## config.mk

```make
export PLATFORM = sky130hd
export DESIGN_NAME = sub_octave_divider_polyblep_top_flat
export DESIGN_NICKNAME = d
export VERILOG_FILES = /design/src/sv/sod_pkg.sv /design/src/sv/sod_if.sv /design/src/sv/sod_regs.sv /design/src/sv/sod_ctrl.sv /design/src/sv/sod_dp.sv /design/src/sv/sub_octave_divider_polyblep_top.sv /design/src/flat_wrapper.sv
export SDC_FILE = /design/constraint.sdc
export NUM_CORES = 2
export LEC_CHECK = 0
export ABC_AREA = 1
export BUFFER_PORTS_ARGS = -buffer_cell sky130_fd_sc_hd__buf_2
export CAP_MARGIN = 20
export CORE_MARGIN = 2
export CORE_UTILIZATION = 60
export DETAILED_ROUTE_END_ITERATION = 10
export PLACE_DENSITY = 0.78
export SKIP_LAST_GASP = 1
export SYNTH_ARGS = -nofsm -noshare
export SYNTH_HDL_FRONTEND = slang
export SYNTH_SLANG_ARGS = --single-unit
```

## constraint.sdc

```tcl
create_clock -name i_clk -period 8.7 [get_ports i_clk]
set_input_delay 2.175 -clock i_clk [delete_from_list [all_inputs] [get_ports i_clk]]
set_output_delay 2.175 -clock i_clk [all_outputs]
set_load 0.02 [all_outputs]
```

## src/sv/sod_pkg.sv

```systemverilog
`timescale 1ns / 1ps
`default_nettype none

package sod_pkg;

    // fraction bits of the blep window position
    localparam int QF = 15;
    localparam int CNT_W = $clog2(QF);
    localparam logic [CNT_W-1:0] DIV_LAST = CNT_W'(QF - 1);

    // apb register map
    localparam int APB_AW = 4;
    localparam int APB_DW = 32;
    localparam logic [1:0] REG_SHAPE = 2'd0;
    localparam logic [1:0] REG_HIGH  = 2'd1;
    localparam logic [1:0] REG_LOW   = 2'd2;

    // wave shape codes
    localparam logic [1:0] SHAPE_OCT1  = 2'd0;
    localparam logic [1:0] SHAPE_OCT2  = 2'd1;
    localparam logic [1:0] SHAPE_PULSE = 2'd2;

    // controller to datapath commands
    typedef struct packed {
        logic load;
        logic div;
        logic sqr;
        logic mul;
        logic out;
    } t_cmd;

endpackage

`default_nettype wire

```

## src/sv/sod_if.sv

```systemverilog
`timescale 1ns / 1ps
`default_nettype none

interface sod_in_if #(
    parameter int PHASE_BITS = 16
) ();
    logic                  valid;
    logic                  ready;
    logic [PHASE_BITS-1:0] master_phase;
    logic                  wrapped;
    logic [PHASE_BITS-1:0] phase_increment;

    modport source (output valid, output master_phase, output wrapped,
                    output phase_increment, input ready);
    modport sink (input valid, input master_phase, input wrapped,
                  input phase_increment, output ready);
endinterface

interface sod_out_if #(
    parameter int LEVEL_BITS = 16
) ();
    logic                  valid;
    logic                  ready;
    logic [LEVEL_BITS:0]   sample;

    modport source (output valid, output sample, input ready);
    modport sink (input valid, input sample, output ready);
endinterface

`default_nettype wire

```

## src/sv/sod_regs.sv

```systemverilog
`timescale 1ns / 1ps
`default_nettype none

module sod_regs
    import sod_pkg::*;
#(
    parameter int LEVEL_BITS = 16
) (
    input  wire logic                  i_clk,
    input  wire logic                  i_rst_n,
    input  wire logic                  psel,
    input  wire logic                  penable,
    input  wire logic                  pwrite,
    input  wire logic [APB_AW-1:0]     paddr,
    input  wire logic [APB_DW-1:0]     pwdata,
    output logic      [APB_DW-1:0]     prdata,
    output logic                       pready,
    output logic      [1:0]            o_shape,
    output logic      [LEVEL_BITS-1:0] o_high,
    output logic      [LEVEL_BITS-1:0] o_low
);

    logic [1:0]            r_shape;
    logic [LEVEL_BITS-1:0] r_high;
    logic [LEVEL_BITS-1:0] r_low;
    logic                  wr_en;
    logic [1:0]            idx;

    assign pready = 1'b1;
    assign wr_en  = psel && penable && pwrite && pready;
    assign idx    = paddr[3:2];

    always_ff @(posedge i_clk) begin
        if (!i_rst_n) begin
            r_shape <= SHAPE_OCT1;
            r_high  <= LEVEL_BITS'(32'sd32767);
            r_low   <= LEVEL_BITS'(-32'sd32767);
        end else if (wr_en) begin
            case (idx)
                REG_SHAPE: r_shape <= pwdata[1:0];
                REG_HIGH:  r_high  <= pwdata[LEVEL_BITS-1:0];
                REG_LOW:   r_low   <= pwdata[LEVEL_BITS-1:0];
                default: ;
            endcase
        end
    end

    always_comb begin
        case (idx)
            REG_SHAPE: prdata = APB_DW'(r_shape);
            REG_HIGH:  prdata = APB_DW'(r_high);
            REG_LOW:   prdata = APB_DW'(r_low);
            default:   prdata = '0;
        endcase
    end

    assign o_shape = r_shape;
    assign o_high  = r_high;
    assign o_low   = r_low;

endmodule

`default_nettype wire

```

## src/sv/sod_ctrl.sv

```systemverilog
`timescale 1ns / 1ps
`default_nettype none

module sod_ctrl
    import sod_pkg::*;
(
    input  wire logic i_clk,
    input  wire logic i_rst_n,
    input  wire logic i_in_valid,
    output logic      o_in_ready,
    output logic      o_out_valid,
    input  wire logic i_out_ready,
    output t_cmd      o_cmd
);

    typedef enum logic [4:0] {
        ST_IDLE = 5'b00001,
        ST_DIV  = 5'b00010,
        ST_SQR  = 5'b00100,
        ST_MUL  = 5'b01000,
        ST_FIN  = 5'b10000
    } t_state;

    t_state           r_state, n_state;
    logic [CNT_W-1:0] r_cnt, n_cnt;
    logic             r_out_valid, n_out_valid;
    logic             fire;
    logic             out_free;

    assign o_in_ready = (r_state == ST_IDLE);
    assign fire       = i_in_valid && o_in_ready;
    assign out_free   = !r_out_valid || i_out_ready;

    always_comb begin
        n_state = r_state;
        n_cnt   = r_cnt;
        o_cmd   = '0;
        case (r_state)
            ST_IDLE: begin
                if (fire) begin
                    o_cmd.load = 1'b1;
                    n_cnt      = '0;
                    n_state    = ST_DIV;
                end
            end
            ST_DIV: begin
                o_cmd.div = 1'b1;
                n_cnt     = r_cnt + 1'b1;
                if (r_cnt == DIV_LAST) begin
                    n_state = ST_SQR;
                end
            end
            ST_SQR: begin
                o_cmd.sqr = 1'b1;
                n_state   = ST_MUL;
            end
            ST_MUL: begin
                o_cmd.mul = 1'b1;
                n_state   = ST_FIN;
            end
            ST_FIN: begin
                if (out_free) begin
                    o_cmd.out = 1'b1;
                    n_state   = ST_IDLE;
                end
            end
            default: n_state = ST_IDLE;
        endcase
    end

    always_comb begin
        if (o_cmd.out) begin
            n_out_valid = 1'b1;
        end else if (i_out_ready) begin
            n_out_valid = 1'b0;
        end else begin
            n_out_valid = r_out_valid;
        end
    end

    always_ff @(posedge i_clk) begin
        if (!i_rst_n) begin
            r_state     <= ST_IDLE;
            r_cnt       <= '0;
            r_out_valid <= 1'b0;
        end else begin
            r_state     <= n_state;
            r_cnt       <= n_cnt;
            r_out_valid <= n_out_valid;
        end
    end

    assign o_out_valid = r_out_valid;

`ifndef SYNTHESIS
    a_fire_to_div: assert property (@(posedge i_clk) disable iff (!i_rst_n)
        fire |=> r_state == ST_DIV)
        else $error("accepted item did not start division");
    a_div_len: assert property (@(posedge i_clk) disable iff (!i_rst_n)
        (r_state == ST_DIV) && (r_cnt == DIV_LAST) |=> r_state == ST_SQR)
        else $error("division did not end after its last step");
    a_no_overwrite: assert property (@(posedge i_clk) disable iff (!i_rst_n)
        o_cmd.out |-> (!r_out_valid || i_out_ready))
        else $error("result register loaded while holding an untaken result");
`endif

endmodule

`default_nettype wire

```

## src/sv/sod_dp.sv

```systemverilog
`timescale 1ns / 1ps
`default_nettype none

module sod_dp
    import sod_pkg::*;
#(
    parameter int PHASE_BITS = 16,
    parameter int LEVEL_BITS = 16
) (
    input  wire logic                         i_clk,
    input  wire logic                         i_rst_n,
    input  wire t_cmd                         i_cmd,
    input  wire logic [PHASE_BITS-1:0]        i_master_phase,
    input  wire logic                         i_wrapped,
    input  wire logic [PHASE_BITS-1:0]        i_phase_increment,
    input  wire logic [1:0]                   i_shape,
    input  wire logic [LEVEL_BITS-1:0]        i_high,
    input  wire logic [LEVEL_BITS-1:0]        i_low,
    output logic      [LEVEL_BITS:0]          o_sample
);

    localparam logic [PHASE_BITS-1:0] HALF = {1'b1, {(PHASE_BITS-1){1'b0}}};
    localparam logic [PHASE_BITS:0]   FULL = {1'b1, {PHASE_BITS{1'b0}}};
    localparam logic [QF:0]           ONE  = {1'b1, {QF{1'b0}}};
    localparam int                    PW   = LEVEL_BITS + QF + 3;
    localparam int                    SW   = LEVEL_BITS + 3;
    localparam logic signed [SW-1:0]  SAT_HI = {3'b000, {LEVEL_BITS{1'b1}}};
    localparam logic signed [SW-1:0]  SAT_LO = {3'b111, {LEVEL_BITS{1'b0}}};

    function automatic logic level_hi(input logic [1:0] shape, input logic q1,
                                      input logic q2);
        logic hi;
        case (shape)
            SHAPE_OCT1:  hi = q1;
            SHAPE_OCT2:  hi = q2;
            SHAPE_PULSE: hi = q1 | q2;
            default:     hi = 1'b0;
        endcase
        return hi;
    endfunction

    logic                         r_q1, r_q2;
    logic                         r_lead, r_win;
    logic signed [LEVEL_BITS-1:0] r_level;
    logic signed [LEVEL_BITS:0]   r_step;
    logic [PHASE_BITS-1:0]        r_rem, r_den;
    logic [QF-1:0]                r_quo;
    logic [QF:0]                  r_rmag;
    logic signed [PW-1:0]         r_prod;
    logic [LEVEL_BITS:0]          r_sample;

    // load path
    logic [PHASE_BITS-1:0]        d_c;
    logic                         lead_c, trail_c;
    logic                         q1n, q2n, s1, s2;
    logic signed [LEVEL_BITS-1:0] lvl_old, lvl_new, lvl_sim;
    logic signed [LEVEL_BITS:0]   step_c;
    logic [PHASE_BITS-1:0]        num_c;

    always_comb begin
        d_c     = (i_phase_increment > HALF) ? HALF : i_phase_increment;
        lead_c  = (d_c != '0) && (i_master_phase < d_c);
        trail_c = (d_c != '0) && !lead_c &&
                  ({1'b0, i_master_phase} > (FULL - {1'b0, d_c}));
        q1n     = i_wrapped ? !r_q1 : r_q1;
        q2n     = (i_wrapped && !r_q1) ? !r_q2 : r_q2;
        s1      = !q1n;
        s2      = !q1n ? !q2n : q2n;
        lvl_old = level_hi(i_shape, r_q1, r_q2) ? i_high : i_low;
        lvl_new = level_hi(i_shape, q1n, q2n) ? i_high : i_low;
        lvl_sim = level_hi(i_shape, s1, s2) ? i_high : i_low;
        if (lead_c && i_wrapped) begin
            step_c = {lvl_new[LEVEL_BITS-1], lvl_new} - {lvl_old[LEVEL_BITS-1], lvl_old};
        end else if (trail_c) begin
            step_c = {lvl_sim[LEVEL_BITS-1], lvl_sim} - {lvl_new[LEVEL_BITS-1], lvl_new};
        end else begin
            step_c = '0;
        end
        num_c = lead_c ? i_master_phase
                       : PHASE_BITS'(FULL - {1'b0, i_master_phase});
    end

    // restoring division step
    logic [PHASE_BITS:0] rem2;
    logic                ge;

    assign rem2 = {r_rem, 1'b0};
    assign ge   = rem2 >= {1'b0, r_den};

    // window shape and correction
    logic [QF:0]            c_w;
    logic [2*QF+1:0]        sq;
    logic signed [QF+1:0]   r_sgn;
    logic signed [SW-1:0]   sum;

    always_comb begin
        c_w = ONE - {1'b0, r_quo};
        sq  = c_w * c_w;
        if (!r_win) begin
            r_sgn = '0;
        end else if (r_lead) begin
            r_sgn = -$signed({1'b0, r_rmag});
        end else begin
            r_sgn = $signed({1'b0, r_rmag});
        end
        sum = SW'(r_level) + SW'($signed(r_prod[PW-1:QF+1]));
    end

    always_ff @(posedge i_clk) begin
        if (!i_rst_n) begin
            r_q1   <= 1'b0;
            r_q2   <= 1'b0;
            r_lead <= 1'b0;
            r_win  <= 1'b0;
        end else if (i_cmd.load) begin
            r_q1   <= q1n;
            r_q2   <= q2n;
            r_lead <= lead_c;
            r_win  <= lead_c || trail_c;
        end
    end

    always_ff @(posedge i_clk) begin
        if (i_cmd.load) begin
            r_level <= lvl_new;
            r_step  <= step_c;
            r_rem   <= num_c;
            r_den   <= d_c;
            r_quo   <= '0;
        end
        if (i_cmd.div) begin
            r_rem <= ge ? PHASE_BITS'(rem2 - {1'b0, r_den}) : rem2[PHASE_BITS-1:0];
            r_quo <= {r_quo[QF-2:0], ge};
        end
        if (i_cmd.sqr) begin
            r_rmag <= sq[2*QF:QF];
        end
        if (i_cmd.mul) begin
            r_prod <= PW'(r_step) * PW'(r_sgn);
        end
        if (i_cmd.out) begin
            if (sum > SAT_HI) begin
                r_sample <= SAT_HI[LEVEL_BITS:0];
            end else if (sum < SAT_LO) begin
                r_sample <= SAT_LO[LEVEL_BITS:0];
            end else begin
                r_sample <= sum[LEVEL_BITS:0];
            end
        end
    end

    assign o_sample = r_sample;

`ifndef SYNTHESIS
    a_rem_bound: assert property (@(posedge i_clk) disable iff (!i_rst_n)
        r_win |-> r_rem < r_den)
        else $error("division remainder reached the divisor");
    a_rmag_bound: assert property (@(posedge i_clk) disable iff (!i_rst_n)
        i_cmd.mul |-> r_rmag <= ONE)
        else $error("blep residual magnitude above one");
`endif

endmodule

`default_nettype wire

```

## src/sv/sub_octave_divider_polyblep_top.sv

```systemverilog
`timescale 1ns / 1ps
`default_nettype none

// channel   dir  handshake      payload
// i_in      in   valid/ready    master_phase, wrapped, phase_increment
// o_out     out  valid/ready    sample
// apb       in   psel/penable   paddr, pwdata, prdata (pready tied high)
//
// an item goes from accept to result register through an accept step, the
// shared restoring divider (a 15-bit quotient, one bit per division step), then
// square, multiply and saturate steps
// a new item is accepted while the previous result waits in the output register
// a stalled output holds the finished item in the last step until taken
// synchronous active-low reset clears the divider stages and the controller

module sub_octave_divider_polyblep_top
    import sod_pkg::*;
#(
    parameter int PHASE_BITS = 16,
    parameter int LEVEL_BITS = 16
) (
    input  wire logic              i_clk,
    input  wire logic              i_rst_n,
    sod_in_if.sink                 i_in,
    sod_out_if.source              o_out,
    input  wire logic              psel,
    input  wire logic              penable,
    input  wire logic              pwrite,
    input  wire logic [APB_AW-1:0] paddr,
    input  wire logic [APB_DW-1:0] pwdata,
    output logic      [APB_DW-1:0] prdata,
    output logic                   pready
);

    t_cmd                  cmd;
    logic [1:0]            shape;
    logic [LEVEL_BITS-1:0] high_lvl;
    logic [LEVEL_BITS-1:0] low_lvl;

    sod_regs #(
        .LEVEL_BITS (LEVEL_BITS)
    ) u_regs (
        .i_clk   (i_clk),
        .i_rst_n (i_rst_n),
        .psel    (psel),
        .penable (penable),
        .pwrite  (pwrite),
        .paddr   (paddr),
        .pwdata  (pwdata),
        .prdata  (prdata),
        .pready  (pready),
        .o_shape (shape),
        .o_high  (high_lvl),
        .o_low   (low_lvl)
    );

    sod_ctrl u_ctrl (
        .i_clk       (i_clk),
        .i_rst_n     (i_rst_n),
        .i_in_valid  (i_in.valid),
        .o_in_ready  (i_in.ready),
        .o_out_valid (o_out.valid),
        .i_out_ready (o_out.ready),
        .o_cmd       (cmd)
    );

    sod_dp #(
        .PHASE_BITS (PHASE_BITS),
        .LEVEL_BITS (LEVEL_BITS)
    ) u_dp (
        .i_clk             (i_clk),
        .i_rst_n           (i_rst_n),
        .i_cmd             (cmd),
        .i_master_phase    (i_in.master_phase),
        .i_wrapped         (i_in.wrapped),
        .i_phase_increment (i_in.phase_increment),
        .i_shape           (shape),
        .i_high            (high_lvl),
        .i_low             (low_lvl),
        .o_sample          (o_out.sample)
    );

endmodule

`default_nettype wire

```

## src/flat_wrapper.sv

```systemverilog
// flat-port wrapper written by rule: the top's interface ports become plain ports
module sub_octave_divider_polyblep_top_flat import sod_pkg::*;
#(
    parameter int PHASE_BITS = 16,
    parameter int LEVEL_BITS = 16
)
  (i_clk, i_rst_n, psel, penable, pwrite, paddr, pwdata, prdata, pready, i_in_valid, i_in_master_phase, i_in_wrapped, i_in_phase_increment, i_in_ready, o_out_valid, o_out_sample, o_out_ready);
  sod_in_if #(.PHASE_BITS(PHASE_BITS)) i_in_i ();
  sod_out_if #(.LEVEL_BITS(LEVEL_BITS)) o_out_i ();
  input  wire logic i_clk;
  input  wire logic i_rst_n;
  input  wire logic psel;
  input  wire logic penable;
  input  wire logic pwrite;
  input  wire logic [APB_AW-1:0] paddr;
  input  wire logic [APB_DW-1:0] pwdata;
  output logic      [APB_DW-1:0] prdata;
  output logic pready;
  input wire logic [$bits(i_in_i.valid)-1:0] i_in_valid;
  input wire logic [$bits(i_in_i.master_phase)-1:0] i_in_master_phase;
  input wire logic [$bits(i_in_i.wrapped)-1:0] i_in_wrapped;
  input wire logic [$bits(i_in_i.phase_increment)-1:0] i_in_phase_increment;
  output wire logic [$bits(i_in_i.ready)-1:0] i_in_ready;
  output wire logic [$bits(o_out_i.valid)-1:0] o_out_valid;
  output wire logic [$bits(o_out_i.sample)-1:0] o_out_sample;
  input wire logic [$bits(o_out_i.ready)-1:0] o_out_ready;
  assign i_in_i.valid = i_in_valid;
  assign i_in_i.master_phase = i_in_master_phase;
  assign i_in_i.wrapped = i_in_wrapped;
  assign i_in_i.phase_increment = i_in_phase_increment;
  assign i_in_ready = i_in_i.ready;
  assign o_out_valid = o_out_i.valid;
  assign o_out_sample = o_out_i.sample;
  assign o_out_i.ready = o_out_ready;
  sub_octave_divider_polyblep_top #(.PHASE_BITS(PHASE_BITS), .LEVEL_BITS(LEVEL_BITS)) u_core (.i_clk(i_clk), .i_rst_n(i_rst_n), .i_in(i_in_i), .o_out(o_out_i), .psel(psel), .penable(penable), .pwrite(pwrite), .paddr(paddr), .pwdata(pwdata), .prdata(prdata), .pready(pready));
endmodule
```

==> summary.md <==
| Metric | Value |
|---|---|
| Clock tree buffer depth | `2` |
| First-pass GRT wire length | `about 120000 um` |
| Critical Path RT | `roughly 8.9 ns` |
| Initial Utilization | `between 60% and 70%` |
| CP bufs+invs | `10` |
| GP Congestion | `around 0.99` |
| Final TNS setup | `0 ns` |
| Final hold slack | `just over 0.5 ns` |
| Top Ports | `between 100 and 150` |
| Final Skew | `between 0.01 and 0.015 ns` |
| FF-to-FF setup slack | `1.11 ns` |
| First drt pass iteration count | `6` |
| Die area | `53300 um^2` |
| Final Hold Vio Count | `0` |
| Outcome | `finished clean` |
| Port Buffers | `92` |
| Top_reg_cell synth | `edfxtp_1` |
| Max-cap viol count | `0` |
| Period utilization | `87.2%` |
| Total of cells resized after clock tree synthesis | `0` |
| Worst rel slew slack | `roughly two fifths` |
| DRC viols | `0` |
| Vias in the first global route | `around 25000` |
| Yosys reg bits | `~180` |
| Placed wire-length estimate | `just over 60000 um` |
| Worst setup EP type | `register` |
| Yosys warns | `0` |
| TritonCTS buffer count | `17` |
| Vias/cell | `5.43` |
| Area Overhead vs Synth | `5.04%` |
| Nets@finish | `4714` |
| Clk root buf | `clkbuf_16` |
| Worst Hold Class | `reg2reg` |
| RSZ-0062 raised after global routing | `false` |
| Fraction of layout cells with a size suffix above 1 | `5.60%` |
| Commonest cells after routing, fill and taps aside | `inv_1, nand2_1, fa_1, nor2_1, ha_1` |
| Syn_area_per_cell | `~8 um^2` |
| CTS tree | `yes` |
| Synth unique cells | `between 50 and 60` |
| Final ANT Viol Nets | `0` |
| Worst path slowest cell | `fa_1` |
| Async set-or-reset flop fraction in the synthesized netlist | `0%` |
| Vert. Die Dim | `approximately 230 um` |
| Final Slew Violations | `0` |
| Via count | `between 20000 and 25000` |
| Crit Path Class | `reg2reg` |
| Mapped Area | `~31000 um^2` |
| Clk_lat worst skew | `roughly 0.46 ns` |
| Setup repair bufs after CTS | `0` |
| Top Family by Delay on Critical Path | `adder cells` |
| Cell row count | `between 80 and 90` |
| Overflow after GRT | `0` |
| Final setup fails | `0` |
| # diodes | `0` |
| Die width | `231 um` |
| WL final | `73700 um` |
| Largest net degree at the start of global routing | `55` |
| Total global-route track usage | `between 20% and 30%` |
| Worst Path Arrival | `roughly 7.8 ns` |
| Worst setup margin | `roughly 1.1 ns` |
| Max incr delay on CP | `between 0.5 and 0.6 ns` |
| Starting DRT DRC Count | `1692` |
| Number of synthesized flops with an enable pin | `roughly 130` |
| Drt wl/cell | `around 16 um` |
| H-tree levels | `4` |
| Commonest non-fill, non-tap cell in the layout | `inv_1` |
| Maximum fanout along the worst path | `18` |
| Pre-CTS setup slack | `1.20 ns` |
| CTS clock-pin slew for the worst setup and hold paths | `roughly 0.070 ns` |
| Final Core Density | `63.5%` |
| Synth Instances | `around 3800` |
| CP Launch Type | `register` |
| Final min period | `7.59 ns` |
| Post-synthesis sequential area ratio | `15.9%` |
| Clock sink count | `about 180` |
| FMAX | `roughly 130 MHz` |
| Worst Tran Pin Value | `around 0.91 ns` |
| Initial antenna violation count | `0` |
| Core ar. | `between 50000 and 60000 um^2` |
| Post-CTS Hold Buffers | `0` |
synth_stat cells (all sizes together), types with 16 or more instances:
| cell type | number | area [um^2] |
|---|---|---|
| dfxtp | 48 | 961 |
| buf | 54 | 372 |
| o21ai | 185 | 937 |
| nand4 | 28 | 194 |
| a21oi | 176 | 888 |
| xor2 | 77 | 682 |
| nor4 | 18 | 113 |
| edfxtp | 131 | 3930 |
| nand3 | 137 | 726 |
| a21o | 16 | 120 |
| fa | 463 | 9270 |
| nor2 | 399 | 1520 |
| o21bai | 26 | 206 |
| ha | 278 | 3480 |
| clkbuf | 48 | 180 |
| nor3 | 49 | 292 |
| inv | 884 | 3320 |
| nand2 | 677 | 2590 |
| xnor2 | 27 | 236 |
| o211ai | 23 | 173 |
| or2 | 16 | 100 |
final timing paths:
path	from	endpoint	cells past startpoint
max	u_core.u_dp.r_quo[0]	u_core.u_dp.r_rmag[11]	35
min reg2reg	u_core.u_regs.o_low[3]	u_core.u_regs.o_low[3]	2
max reg2reg	u_core.u_dp.r_quo[0]	u_core.u_dp.r_rmag[11]	35
min	u_core.u_regs.o_low[3]	u_core.u_regs.o_low[3]	2
metrics by stage:
| step | area [um^2] | cells |
|---|---|---|
| after floorplan | 31000 | 3874 |
| after global placement | 31900 | 4557 |
| after detailed placement | 31900 | 4557 |
| after CTS | 32400 | 4589 |
| after global routing | 32400 | 4590 |
| final | 32400 | 4590 |
kinds of logic after synthesis:
family | count (synthesis) | share of synthesized area [%]
xor+xnor | 104 | 2.97
flops | 179 | 15.9
simple gates | 1333 | 18.1
buf+inv | 999 | 12.7
compound gates | 489 | 9.07
fa+ha+maj | 741 | 41.3
other cells | 2 | 0.0243
area by class of cell:
type,instances,area (um^2)
Clock buffer,21,464
Clock inverter,11,88.8
Fill cell,4475,18700
Inverter,897,3370
Multi-Input combinational cell,2696,22200
Sequential cell,179,4890
Tap cell,680,851
Timing Repair Buffer,106,578
sequential cells by signal (all words and copies together), names as in the netlist:
name,cells
u_core.u_dp.r_prod,18
u_core.u_dp.o_sample,17
u_core.u_dp.r_step,17
u_core.u_dp.r_den,16
u_core.u_dp.r_level,16
u_core.u_dp.r_rem,16
u_core.u_dp.r_rmag,16
u_core.u_regs.o_high,16
u_core.u_regs.o_low,16
u_core.u_dp.r_quo,15
u_core.u_ctrl.r_state,5
u_core.u_ctrl.r_cnt,4
u_core.u_regs.o_shape,2
u_core.u_ctrl.o_out_valid,1
u_core.u_dp.r_lead,1
u_core.u_dp.r_q1,1
u_core.u_dp.r_q2,1
u_core.u_dp.r_win,1
tightest hold or removal path: cells and delay by family, from the launching register on:
kind | cells | cell delay (ns)
AOI/OAI and AO/OA | 1 | 0.07
buffers and inverters | 1 | 0.09
DFF | 1 | 0.31
layer usage:
layer  vias to the layer above  GRT usage [%]  part of all wire [%]
li1                      11976              -                     -
met1                     11906           36.2                    42
met2                       847           47.4                    47
met3                       178           6.44                   7.6
met4                         0           9.92                   3.5
met5                         -              0                     0
Power is left out: the tool's default activity adds up to more than one toggle a clock period on the data nets, which glitch-free logic cannot reach.
